**config.mk**
```make
export PLATFORM = sky130hd
export DESIGN_NAME = dshot_frame_duty_encoder_core
export DESIGN_NICKNAME = d
export VERILOG_FILES = /design/src/rtl/core/dshot_enc_pkg.sv /design/src/rtl/core/dshot_enc_front.sv /design/src/rtl/core/dshot_enc_queue.sv /design/src/rtl/core/dshot_enc_back.sv /design/src/rtl/core/dshot_frame_duty_encoder_core.sv
export SDC_FILE = /design/constraint.sdc
export NUM_CORES = 1
export LEC_CHECK = 0
export BUFFER_PORTS_ARGS = -buffer_cell sky130_fd_sc_hd__buf_2
export CAP_MARGIN = 20
export CORE_ASPECT_RATIO = 0.5
export CORE_MARGIN = 5
export CORE_UTILIZATION = 25
export DETAILED_ROUTE_END_ITERATION = 16
export GPL_TIMING_DRIVEN = 0
export PLACE_DENSITY = 0.42
export SYNTH_ARGS = -nofsm -noshare
export SYNTH_HDL_FRONTEND = slang
export SYNTH_SLANG_ARGS = --single-unit
```
**constraint.sdc**
```tcl
create_clock -name clk -period 3.3 [get_ports clk]
set_clock_uncertainty 0.15 [all_clocks]
set_input_delay 0.165 -clock clk [delete_from_list [all_inputs] [get_ports clk]]
set_output_delay 0.165 -clock clk [all_outputs]
set_load 0.01 [all_outputs]
```
**src/rtl/core/dshot_enc_pkg.sv**
```systemverilog
// Shared types, constants and the frame builder for the DShot frame encoder.
`timescale 1ns / 1ps
package dshot_enc_pkg;

  localparam int FRAME_BITS  = 16;
  localparam int TAIL_SLOTS  = 2;
  localparam int VALUE_BITS  = 11;
  localparam int CODE_BITS   = 8;
  localparam int DUTY_BITS   = 9;
  localparam int LEAD_BITS   = 4;
  localparam int NIBBLE_BITS = 4;
  localparam int CFG_IDX_BITS = 2;

  localparam logic [CFG_IDX_BITS-1:0] REG_ZERO_CODE  = 2'd0;
  localparam logic [CFG_IDX_BITS-1:0] REG_ONE_CODE   = 2'd1;
  localparam logic [CFG_IDX_BITS-1:0] REG_FIRST_XTRA = 2'd2;
  localparam logic [CFG_IDX_BITS-1:0] REG_LEAD_SLOTS = 2'd3;

  typedef logic [FRAME_BITS-1:0] frame_t;

  typedef struct packed {
    logic [CODE_BITS-1:0] zero_code;
    logic [CODE_BITS-1:0] one_code;
    logic [CODE_BITS-1:0] first_bit_extra;
    logic [LEAD_BITS-1:0] lead_slots;
  } cfg_t;

  typedef struct packed {
    logic   vld;
    frame_t frame;
  } q_item_t;

  function automatic frame_t build_frame(input logic [VALUE_BITS-1:0] value);
    logic [VALUE_BITS:0]    word;
    logic [NIBBLE_BITS-1:0] sum;
    word = {value, 1'b0};
    sum  = word[3:0] ^ word[7:4] ^ word[11:8];
    return {word, sum};
  endfunction

endpackage

```
**src/rtl/core/dshot_enc_front.sv**
```systemverilog
// Input stage: accepts throttle items and registers the built frame.
`timescale 1ns / 1ps
module dshot_enc_front
  import dshot_enc_pkg::*;
(
  input  logic                  clk,
  input  logic                  rst_n,
  input  logic                  in_valid,
  output logic                  in_ready,
  input  logic [VALUE_BITS-1:0] in_value,
  output logic                  fr_valid,
  input  logic                  fr_ready,
  output frame_t                fr_frame
);

  logic   valid_r, valid_nxt;
  frame_t frame_r, frame_nxt;

  assign in_ready = !valid_r || fr_ready;

  always_comb begin
    valid_nxt = valid_r;
    frame_nxt = frame_r;
    if (in_ready) begin
      valid_nxt = in_valid;
      if (in_valid) begin
        frame_nxt = build_frame(in_value);
      end
    end
  end

  always_ff @(posedge clk) begin
    if (!rst_n) begin
      valid_r <= 1'b0;
    end else begin
      valid_r <= valid_nxt;
    end
    frame_r <= frame_nxt;
  end

  assign fr_valid = valid_r;
  assign fr_frame = frame_r;

endmodule

```
**src/rtl/core/dshot_enc_queue.sv**
```systemverilog
// Two-entry frame queue between the input stage and the code sequencer.
`timescale 1ns / 1ps
module dshot_enc_queue
  import dshot_enc_pkg::*;
(
  input  logic    clk,
  input  logic    rst_n,
  input  logic    push,
  output logic    push_ready,
  input  frame_t  push_frame,
  output q_item_t head,
  input  logic    pop,
  output logic [1:0] count
);

  frame_t     mem_r [2];
  logic       wr_ptr_r, wr_ptr_nxt;
  logic       rd_ptr_r, rd_ptr_nxt;
  logic [1:0] count_r, count_nxt;
  logic       do_push, do_pop;

  assign push_ready = (count_r != 2'd2);
  assign do_push    = push && push_ready;
  assign do_pop     = pop && (count_r != 2'd0);

  always_comb begin
    wr_ptr_nxt = do_push ? !wr_ptr_r : wr_ptr_r;
    rd_ptr_nxt = do_pop ? !rd_ptr_r : rd_ptr_r;
    count_nxt  = count_r + {1'b0, do_push} - {1'b0, do_pop};
  end

  always_ff @(posedge clk) begin
    if (!rst_n) begin
      wr_ptr_r <= 1'b0;
      rd_ptr_r <= 1'b0;
      count_r  <= 2'd0;
    end else begin
      wr_ptr_r <= wr_ptr_nxt;
      rd_ptr_r <= rd_ptr_nxt;
      count_r  <= count_nxt;
    end
    if (do_push) begin
      mem_r[wr_ptr_r] <= push_frame;
    end
  end

  assign head.vld   = (count_r != 2'd0);
  assign head.frame = mem_r[rd_ptr_r];
  assign count      = count_r;

endmodule

```
**src/rtl/core/dshot_enc_back.sv**
```systemverilog
// Code sequencer: walks one frame's slots and drives the output register.
`timescale 1ns / 1ps
module dshot_enc_back
  import dshot_enc_pkg::*;
#(
  parameter int MAX_LEAD_SLOTS = 15
) (
  input  logic                 clk,
  input  logic                 rst_n,
  input  cfg_t                 cfg,
  input  q_item_t              head,
  output logic                 pop,
  output logic                 out_valid,
  input  logic                 out_ready,
  output logic [DUTY_BITS-1:0] out_duty,
  output logic                 out_last
);

  localparam int SLOT_MAX = MAX_LEAD_SLOTS + FRAME_BITS + TAIL_SLOTS;
  localparam int CW       = $clog2(SLOT_MAX);

  logic                 busy_r, busy_nxt;
  logic [CW-1:0]        slot_r, slot_nxt;
  frame_t               shift_r, shift_nxt;
  logic                 ovalid_r, ovalid_nxt;
  logic [DUTY_BITS-1:0] oduty_r, oduty_nxt;
  logic                 olast_r, olast_nxt;

  logic                 step, emit;
  logic [CW-1:0]        lead_ext, lead_eff, bit_end, last_slot, cur_slot;
  frame_t               cur_shift;
  logic                 in_bits, is_first, is_last;
  logic [CODE_BITS-1:0] bit_code;
  logic [DUTY_BITS-1:0] code;

  assign lead_ext  = CW'(cfg.lead_slots);
  assign lead_eff  = (lead_ext > CW'(MAX_LEAD_SLOTS)) ? CW'(MAX_LEAD_SLOTS) : lead_ext;
  assign bit_end   = lead_eff + CW'(FRAME_BITS);
  assign last_slot = bit_end + CW'(TAIL_SLOTS - 1);

  assign step      = !ovalid_r || out_ready;
  assign emit      = step && (busy_r || head.vld);
  assign pop       = step && !busy_r && head.vld;
  assign cur_slot  = busy_r ? slot_r : '0;
  assign cur_shift = busy_r ? shift_r : head.frame;

  always_comb begin
    in_bits  = (cur_slot >= lead_eff) && (cur_slot < bit_end);
    is_first = (cur_slot == lead_eff);
    is_last  = (cur_slot == last_slot);
    bit_code = cur_shift[FRAME_BITS-1] ? cfg.one_code : cfg.zero_code;
    code     = '0;
    if (in_bits) begin
      code = {1'b0, bit_code} + (is_first ? {1'b0, cfg.first_bit_extra} : '0);
    end

    busy_nxt   = busy_r;
    slot_nxt   = slot_r;
    shift_nxt  = shift_r;
    ovalid_nxt = ovalid_r;
    oduty_nxt  = oduty_r;
    olast_nxt  = olast_r;
    if (step) begin
      ovalid_nxt = emit;
    end
    if (emit) begin
      oduty_nxt = code;
      olast_nxt = is_last;
      busy_nxt  = !is_last;
      slot_nxt  = cur_slot + CW'(1);
      shift_nxt = in_bits ? {cur_shift[FRAME_BITS-2:0], 1'b0} : cur_shift;
    end
  end

  always_ff @(posedge clk) begin
    if (!rst_n) begin
      busy_r   <= 1'b0;
      slot_r   <= '0;
      ovalid_r <= 1'b0;
    end else begin
      busy_r   <= busy_nxt;
      slot_r   <= slot_nxt;
      ovalid_r <= ovalid_nxt;
    end
    shift_r <= shift_nxt;
    oduty_r <= oduty_nxt;
    olast_r <= olast_nxt;
  end

  assign out_valid = ovalid_r;
  assign out_duty  = oduty_r;
  assign out_last  = olast_r;

endmodule

```
**src/rtl/core/dshot_frame_duty_encoder_core.sv**
```systemverilog
// Top level of the DShot frame encoder: configuration registers and the three stages.
//
// Each item on the in_ channel is one 11-bit throttle or command value. The
// block builds the 16-bit DShot frame (value, telemetry bit of zero, XOR
// checksum of the nibbles) and emits a run of compare codes on the out_
// channel: lead zero codes, one code per frame bit from the MSB down, and two
// zero codes, the final one with out_tlast high. A run has lead + 18 items.
// Throughput is one code per cycle while out_tready is high; runs of queued
// frames follow each other with no gap. The input stage, the queue and the
// output register lie between an accepted input item and its first code.
// An input stage and a two-entry queue hold up to three frames ahead of the
// sequencer, so in_tready stays high for three more frames while a run streams out.
// When out_tready is low the output register holds its item and the sequencer
// waits. Reset clears all queues and restores the register defaults (zero code
// 80, one code 160, first bit extra 7, lead slots 0). The cfg_ port is always
// ready; write it only while no run is in flight.
`timescale 1ns / 1ps
module dshot_frame_duty_encoder_core
  import dshot_enc_pkg::*;
#(
  parameter int MAX_LEAD_SLOTS = 15
) (
  input  logic                    clk,
  input  logic                    rst_n,
  input  logic                    in_tvalid,
  output logic                    in_tready,
  input  logic [15:0]             in_tdata,   // [10:0] throttle, [15:11] zero
  output logic                    out_tvalid,
  input  logic                    out_tready,
  output logic [15:0]             out_tdata,  // [8:0] duty_code, [15:9] zero
  output logic                    out_tlast,
  input  logic                    cfg_valid,
  output logic                    cfg_ready,
  input  logic [CFG_IDX_BITS-1:0] cfg_index,
  input  logic [7:0]              cfg_data
);

  cfg_t    cfg_r, cfg_nxt;
  logic    fr_valid, fr_ready;
  frame_t  fr_frame;
  q_item_t head;
  logic    pop;
  logic [1:0] q_count;
  logic [DUTY_BITS-1:0] duty;

  assign cfg_ready = 1'b1;

  always_comb begin
    cfg_nxt = cfg_r;
    if (cfg_valid) begin
      case (cfg_index)
        REG_ZERO_CODE:  cfg_nxt.zero_code       = cfg_data;
        REG_ONE_CODE:   cfg_nxt.one_code        = cfg_data;
        REG_FIRST_XTRA: cfg_nxt.first_bit_extra = cfg_data;
        REG_LEAD_SLOTS: cfg_nxt.lead_slots      = cfg_data[LEAD_BITS-1:0];
        default: ;
      endcase
    end
  end

  always_ff @(posedge clk) begin
    if (!rst_n) begin
      cfg_r.zero_code       <= 8'd80;
      cfg_r.one_code        <= 8'd160;
      cfg_r.first_bit_extra <= 8'd7;
      cfg_r.lead_slots      <= 4'd0;
    end else begin
      cfg_r <= cfg_nxt;
    end
  end

  dshot_enc_front u_front (
    .clk      (clk),
    .rst_n    (rst_n),
    .in_valid (in_tvalid),
    .in_ready (in_tready),
    .in_value (in_tdata[VALUE_BITS-1:0]),
    .fr_valid (fr_valid),
    .fr_ready (fr_ready),
    .fr_frame (fr_frame)
  );

  dshot_enc_queue u_queue (
    .clk        (clk),
    .rst_n      (rst_n),
    .push       (fr_valid),
    .push_ready (fr_ready),
    .push_frame (fr_frame),
    .head       (head),
    .pop        (pop),
    .count      (q_count)
  );

  dshot_enc_back #(
    .MAX_LEAD_SLOTS (MAX_LEAD_SLOTS)
  ) u_back (
    .clk       (clk),
    .rst_n     (rst_n),
    .cfg       (cfg_r),
    .head      (head),
    .pop       (pop),
    .out_valid (out_tvalid),
    .out_ready (out_tready),
    .out_duty  (duty),
    .out_last  (out_tlast)
  );

  assign out_tdata = {{(16 - DUTY_BITS){1'b0}}, duty};

  a_queue_bound: assert property (@(posedge clk) disable iff (!rst_n)
    q_count != 2'd3)
    else $error("frame queue count out of range");

  a_last_idle: assert property (@(posedge clk) disable iff (!rst_n)
    out_tvalid && out_tlast |-> out_tdata == 16'd0)
    else $error("final code of a run is not an idle code");

  a_pop_nonempty: assert property (@(posedge clk) disable iff (!rst_n)
    pop |-> head.vld)
    else $error("sequencer popped an empty queue");

  a_full_stalls: assert property (@(posedge clk) disable iff (!rst_n)
    q_count == 2'd2 && fr_valid && !pop |=> fr_valid && q_count == 2'd2)
    else $error("pending frame lost while queue full");

endmodule
```
# Yosys cells after proc, flatten, opt, wreduce, memory -nomap -nowiden

Memory sizes are Yosys's and may differ from the RTL's. A register that Yosys moved wholly into a read port is not among the register bits.
Cells that the tools add are included.

Register bits: 82
Input bits: 31
Output and inout bits: 20
Bits in writable memories: 30
Memories kept: 1

Memories:

| name          | words | bits a word | read ports | clocked after Yosys merged registers in | write ports | line                  | text |
|---|---|---|---|---|---|---|---|
| u_queue.mem_r | 2     | 15          | 1          | 1                                       | 1           | dshot_enc_queue.sv:16 | `frame_t mem_r [2];` |

Order comparisons: 3
Equality and inequality tests: 6
Multiplexer cells: 10
$add $sub $neg: 6
Bitwise operators: 2
Reductions and logical operators: 22

Operators with widths:

| kind                                           | number |
|---|---|
| 2-to-1 mux 16 bit                              | 2 |
| 2-to-1 mux 8 bit                               | 2 |
| adder 6 x 1 -> 6 bit (second input constant)   | 2 |
| == test 6 bit                                  | 2 |
| AND reduction 2 bit                            | 5 |
| adder 8 x 9 -> 9 bit                           | 1 |
| bitwise XOR 4 bit                              | 2 |
| adder 6 x 5 -> 6 bit (second input constant)   | 1 |
| >= comparator 6 bit                            | 1 |
| logical AND 1 bit                              | 6 |
| logical NOT 1 bit                              | 6 |
| < comparator 6 bit                             | 1 |
| 2-to-1 mux 6 bit                               | 1 |
| == test 2 bit (second input constant)          | 2 |
| > comparator 4 bit (second input constant)     | 1 |
| 2-to-1 mux 1 bit                               | 4 |
| 2-to-1 mux 4 bit                               | 1 |
| logical OR 1 bit                               | 3 |
| adder 2 x 1 -> 2 bit                           | 1 |
| == test 2 x 1 -> 1 bit (second input constant) | 1 |
| logical NOT 2 bit                              | 1 |
| != test 2 bit (second input constant)          | 1 |
| nonzero test 2 bit                             | 1 |
| subtractor 2 x 1 -> 2 bit                      | 1 |

# Longest topological paths before layout

Depth in word-level cells: 7
Mapped depth: 15
Mapped depth without buffers: 12

# Modules after synthesis

A second synthesis with hierarchy kept.

Cells, all modules: 432
Area, all modules: 5,620.4 um^2

By module, submodules not included:

| module                        | cells an instance | times used | area an instance (um^2) | sequential area each (um^2) |
|---|---|---|---|---|
| dshot_enc_back                | 199               | 1          | 2,418.6                 | 940.9 |
| dshot_enc_queue               | 80                | 1          | 1,423.9                 | 1,061.0 |
| dshot_frame_duty_encoder_core | 124               | 1          | 1,203.7                 | 560.5 |
| dshot_enc_front               | 29                | 1          | 574.3                   | 470.5 |

# Least setup slack after synthesis

No wires, ideal clock.

Path type: reg2reg
From: reg u_back.busy_r
To: reg u_back.oduty_r[8], in the netlist u_back.out_duty[8], data pin
Path slack: -0.328 ns
Path buffers: 4
Stages on the path, launching flop included: 16
Setup time: 0.261 ns
Period minus slack after synthesis: 3.628 ns
Data arrival time: 3.217 ns
Cell sequence: dfxtp_1 -> buf_2 -> buf_2 -> clkbuf_1 -> and2_1 -> ha_1 -> and4_1 -> buf_4 -> and3_1 -> ha_1 -> fa_1 -> a21oi_1 -> nor2b_1 -> o21ai_0 -> a21oi_1 -> o311a_1

Word-level cells in the longest chain between the ends: 4
Elaborated cells on any way between the ends: 9

Ends and longest elaborated chain:

| what                     | line                 | text |
|---|---|---|
| start: declaration       | dshot_enc_back.sv:22 | `logic busy_r, busy_nxt;` |
| start signal: assignment | dshot_enc_back.sv:81 | `busy_r <= busy_nxt;` |
| 2-to-1 mux 6 bit         | dshot_enc_back.sv:44 | `assign cur_slot = busy_r ? slot_r : '0;` |
| == test 6 bit            | dshot_enc_back.sv:49 | `is_first = (cur_slot == lead_eff);` |
| 2-to-1 mux 8 bit         | dshot_enc_back.sv:54 | `code = {1'b0, bit_code} + (is_first ? {1'b0, cfg.first_bit_extra} : '0);` |
| adder 8 x 9 -> 9 bit     | dshot_enc_back.sv:54 |  |
| end signal: assignment   | dshot_enc_back.sv:86 | `oduty_r <= oduty_nxt;` |
| end: declaration         | dshot_enc_back.sv:26 | `logic [DUTY_BITS-1:0] oduty_r, oduty_nxt;` |

Several ways; a longest one is shown, not always the timed one.
A chain may end at the register's enable or synchronous reset.

# Worst setup path after layout

Same ends and word-level chain as after synthesis.

==> summary.md <==
| Metric | Value |
|---|---|
| Fmax | roughly 310 MHz |
| Post-Place Cells | 779 |
| GP Congestion | between 0.7 and 0.8 |
| Die Footprint | 24500 sq um |
| Share of the yosys chip area belonging to registers | 55.7% |
| Initial Util | between 20% and 30% |
| Routed wire length per instance | 14.1 um |
| Total CTS buffers | 17 |
| TritonRoute pass-1 iters | 4 |
| Total grt overflow | 0 |
| CP max FO | 6 |
| Layout Area Growth over Synthesis | 30.6% |
| FF-to-FF Start | u_back.busy_r |
| Final nets | a little over 600 |
| Hold_ws | 67.4 ps |
| Min-delay src | cfg_index[0] |
| Worst Setup EP | u_back.out_duty[8] |
| Ys Warns | 0 |
| Netlist cell types | 60 |
| Final cell count without fillers | 850 |
| Initial antenna violation count | 0 |
| Synth Flop Type | edfxtp_1 |
| Final period util | a little over nine tenths |
| Number of global-route vias before repair | 3662 |
| Die Width | 217 um |
| Clk slew on worst S/H paths | 60 ps |
| Register share of total power | between 30 and 40% |
| Cell Rows | 37 |
| Vias per Instance | 4.23 |
| Leakage | 2.76 nW |
| Mapped cell area | 5340 sq um |
| Critical Path AT | approximately 3200 ps |
| # IOs | slightly above 50 |
| Largest net degree at the start of global routing | 33 |
| Final antenna-violating net count | 0 |
| Hold Vio Cnt, Final | 0 |
| CTS tree | done |
| R2R depth | 14 |
| HP Class | input port to flip-flop |
| Sum Neg Setup Slack | 0 ps |
| Clk pwr share | between 30% and 40% |
| Setup violators final | 0 |
| Critical path required time | 3310 ps |
| Logic pwr share | a little under a third |
| Status | finished, final reports clean |
| Top-count cell post-synth | edfxtp_1 |
| Internal power | 3.75 mW |
| Slew margin rel. | 45.2% |
| Via count | 3595 |
| Area fraction of the dominant cell type after synthesis | approximately two fifths |
| Switch share | 32.5% |
| First-pass GRT wire length | 19400 um |
| CTS root buf | clkbuf_16 |
| CORE AREA | a little over 20000 sq um |
| Total track usage | just over 10% |
| Crit. End Element | flip-flop |
| Max_cap viols | 0 |
| FF-to-FF End | u_back.out_duty[8] |
| Initial DRC Count | 180 |
| Reg-to-reg slack, setup | just over 90 ps |
| Clock Latency Late Sink | 420 ps |
| TritonCTS sink count | 113 |
| Critical path start-end classification | flip-flop to flip-flop |
| H-Tree Depth | 4 |
| Worst-Margin Slew | 822 ps |
| Filler cells | 2103 |
| DP HPWL | 8330 um |
| Residual DRC | 0 |
| Synth Instances | around 460 |
| Startpoint Class | flip-flop |
| Synth area leaders | edfxtp_1, dfxtp_1, mux2i_1 |
| Avg Inst Size Synth | 11.6 sq um |
| Share of post-route cells with drive strength above 1 | between 20% and 30% |
| Slew Limit Fails | 0 |
| Flops & latches, synth | around 110 |
| Net switching power | 1.81 mW |
| Util after Layout | 33.5% |
| Port bufs | 37 |
| Area leader, netlist | edfxtp_1 |
| Max IR drop VDD | 0.458 mV |
| Post-layout power | 5.56 mW |
| EDFF count, synth | 71 |
| Synth cell count leaders | edfxtp_1, nand2_1, dfxtp_1 |
| Clk buf depth | 2 |
| Diodes inserted | 0 |
| Worst Setup SP | u_back.busy_r |
| Asr flop ratio synth | 0% |
| Final wirelength | 12000 um |
| Pwr dens | about 800 nW/um^2 |
| Tmin final | 3210 ps |
| Die height | 113 um |
==> power groups by stage <==
stage	clock network, mW	logic (mW)	registers (mW)
after detailed placement	0	1.51	2.05
after CTS	1.90	1.57	2.03
final	1.84	1.69	2.03
after floorplan	0	1.05	2.06
after global placement	0	1.50	2.05
after global routing	1.96	1.88	2.06
==> flip-flops by register name, indices dropped and copies added, names as in the netlist, named ones only <==
signal and flops:
u_front.fr_valid 1, u_queue.mem_r 30, u_back.shift_r 16, u_back.busy_r 1
u_queue.count 2, cfg_r 28, u_front.fr_frame 15, u_queue.wr_ptr_r 1
u_queue.rd_ptr_r 1, u_back.out_valid 1, u_back.slot_r 6, u_back.out_duty 9
u_back.out_last 1
==> what timing repair did <==
item	4_1_cts	5_1_grt
hold buffers	22	0
endpoints found under the hold margin	45	0
resized for setup	8	15
setup buffers	4	14
endpoints found under the setup margin	5	5
pin swaps	2	8
==> cells by family after synthesis <==
group	share of synthesized area, %
AOI/OAI and AO/OA	8.74
xor gates and xnor gates	2.79
adders and majority gates	4.13
buffers and inverters	4.10
DFF	55.7
muxes	9.38
other	0.141
and+or+nand+nor	15.0
==> layout make-up <==
cell class                      instances  area, sq um  share of cell area, %
Inverter                               12         45.0                  0.646
Clock buffer                           17          425                   6.10
Multi-Input combinational cell        315         2240                   32.2
Clock inverter                         15          160                   2.30
Tap cell                              273          342                   4.90
Timing Repair Buffer                   78          577                   8.28
Sequential cell                       113         2980                   42.7
Buffer                                 27          200                   2.87
==> worst max-delay path: stages, from the launching register on <==
cell	delay [ps]
dfxtp_4	370
buf_8	110
buf_8	110
and2_4	140
inv_2	40
ha_1	300
and4_4	210
and3_4	160
ha_4	160
fa_2	370
a21oi_2	160
nor2b_2	60
o21ai_2	170
a21oi_2	90
o311a_1	350
==> worst min path at each step <==
stage | to | slack (ps) | depth (start not counted)
after global placement | u_front.fr_frame[9] | 220 | 1
after CTS | cfg_r[10] | 60 | 4
after global routing | cfg_r[12] | 110 | 4
after floorplan | u_front.fr_frame[10] | 110 | 0
final | cfg_r[10] | 70 | 4
after detailed placement | u_front.fr_frame[9] | 220 | 1
==> per-stage QoR <==
step	cell area [sq um]	setup slack, ps
6_report	6970	92.6
2_1_floorplan	5390	6.61
4_1_cts	6780	3.73
3_3_place_gp	5910	-345
3_5_place_dp	5930	-317
5_1_grt	6970	-12.0
==> per-layer routing <==
| metal | GRT usage [%] | part of all wire [%] | vias to the layer above |
|---|---|---|---|
| li1 | - | - | 1830 |
| met1 | 13.5 | 51 | 1708 |
| met2 | 16.0 | 44 | 48 |
| met3 | 2.99 | 4.0 | 9 |
| met4 | 3.81 | 1.3 | 0 |
| met5 | 0 | 0 | - |
==> cells in the final DEF (no fill, tap or decap), drive strengths merged, types with 2 or more instances in the layout <==
cell type,synthesis,layout
a21boi,14,14
a21oi,24,24
a31oi,4,4
and2,14,14
and3,9,9
buf,20,76
clkbuf,8,24
clkinvlp,0,2
conb,2,8
dfxtp,42,42
dlygate4sd3,0,22
edfxtp,71,71
ha,16,16
inv,12,24
mux2,8,8
mux2i,41,41
nand2,49,49
nand2b,4,4
nand3,11,11
nand4,2,2
nor2,33,33
nor2b,13,13
nor3,9,9
o21ai,12,12
or2,5,5
xnor2,13,13
xor2,4,4
Power figures use the tool's default switching activity.
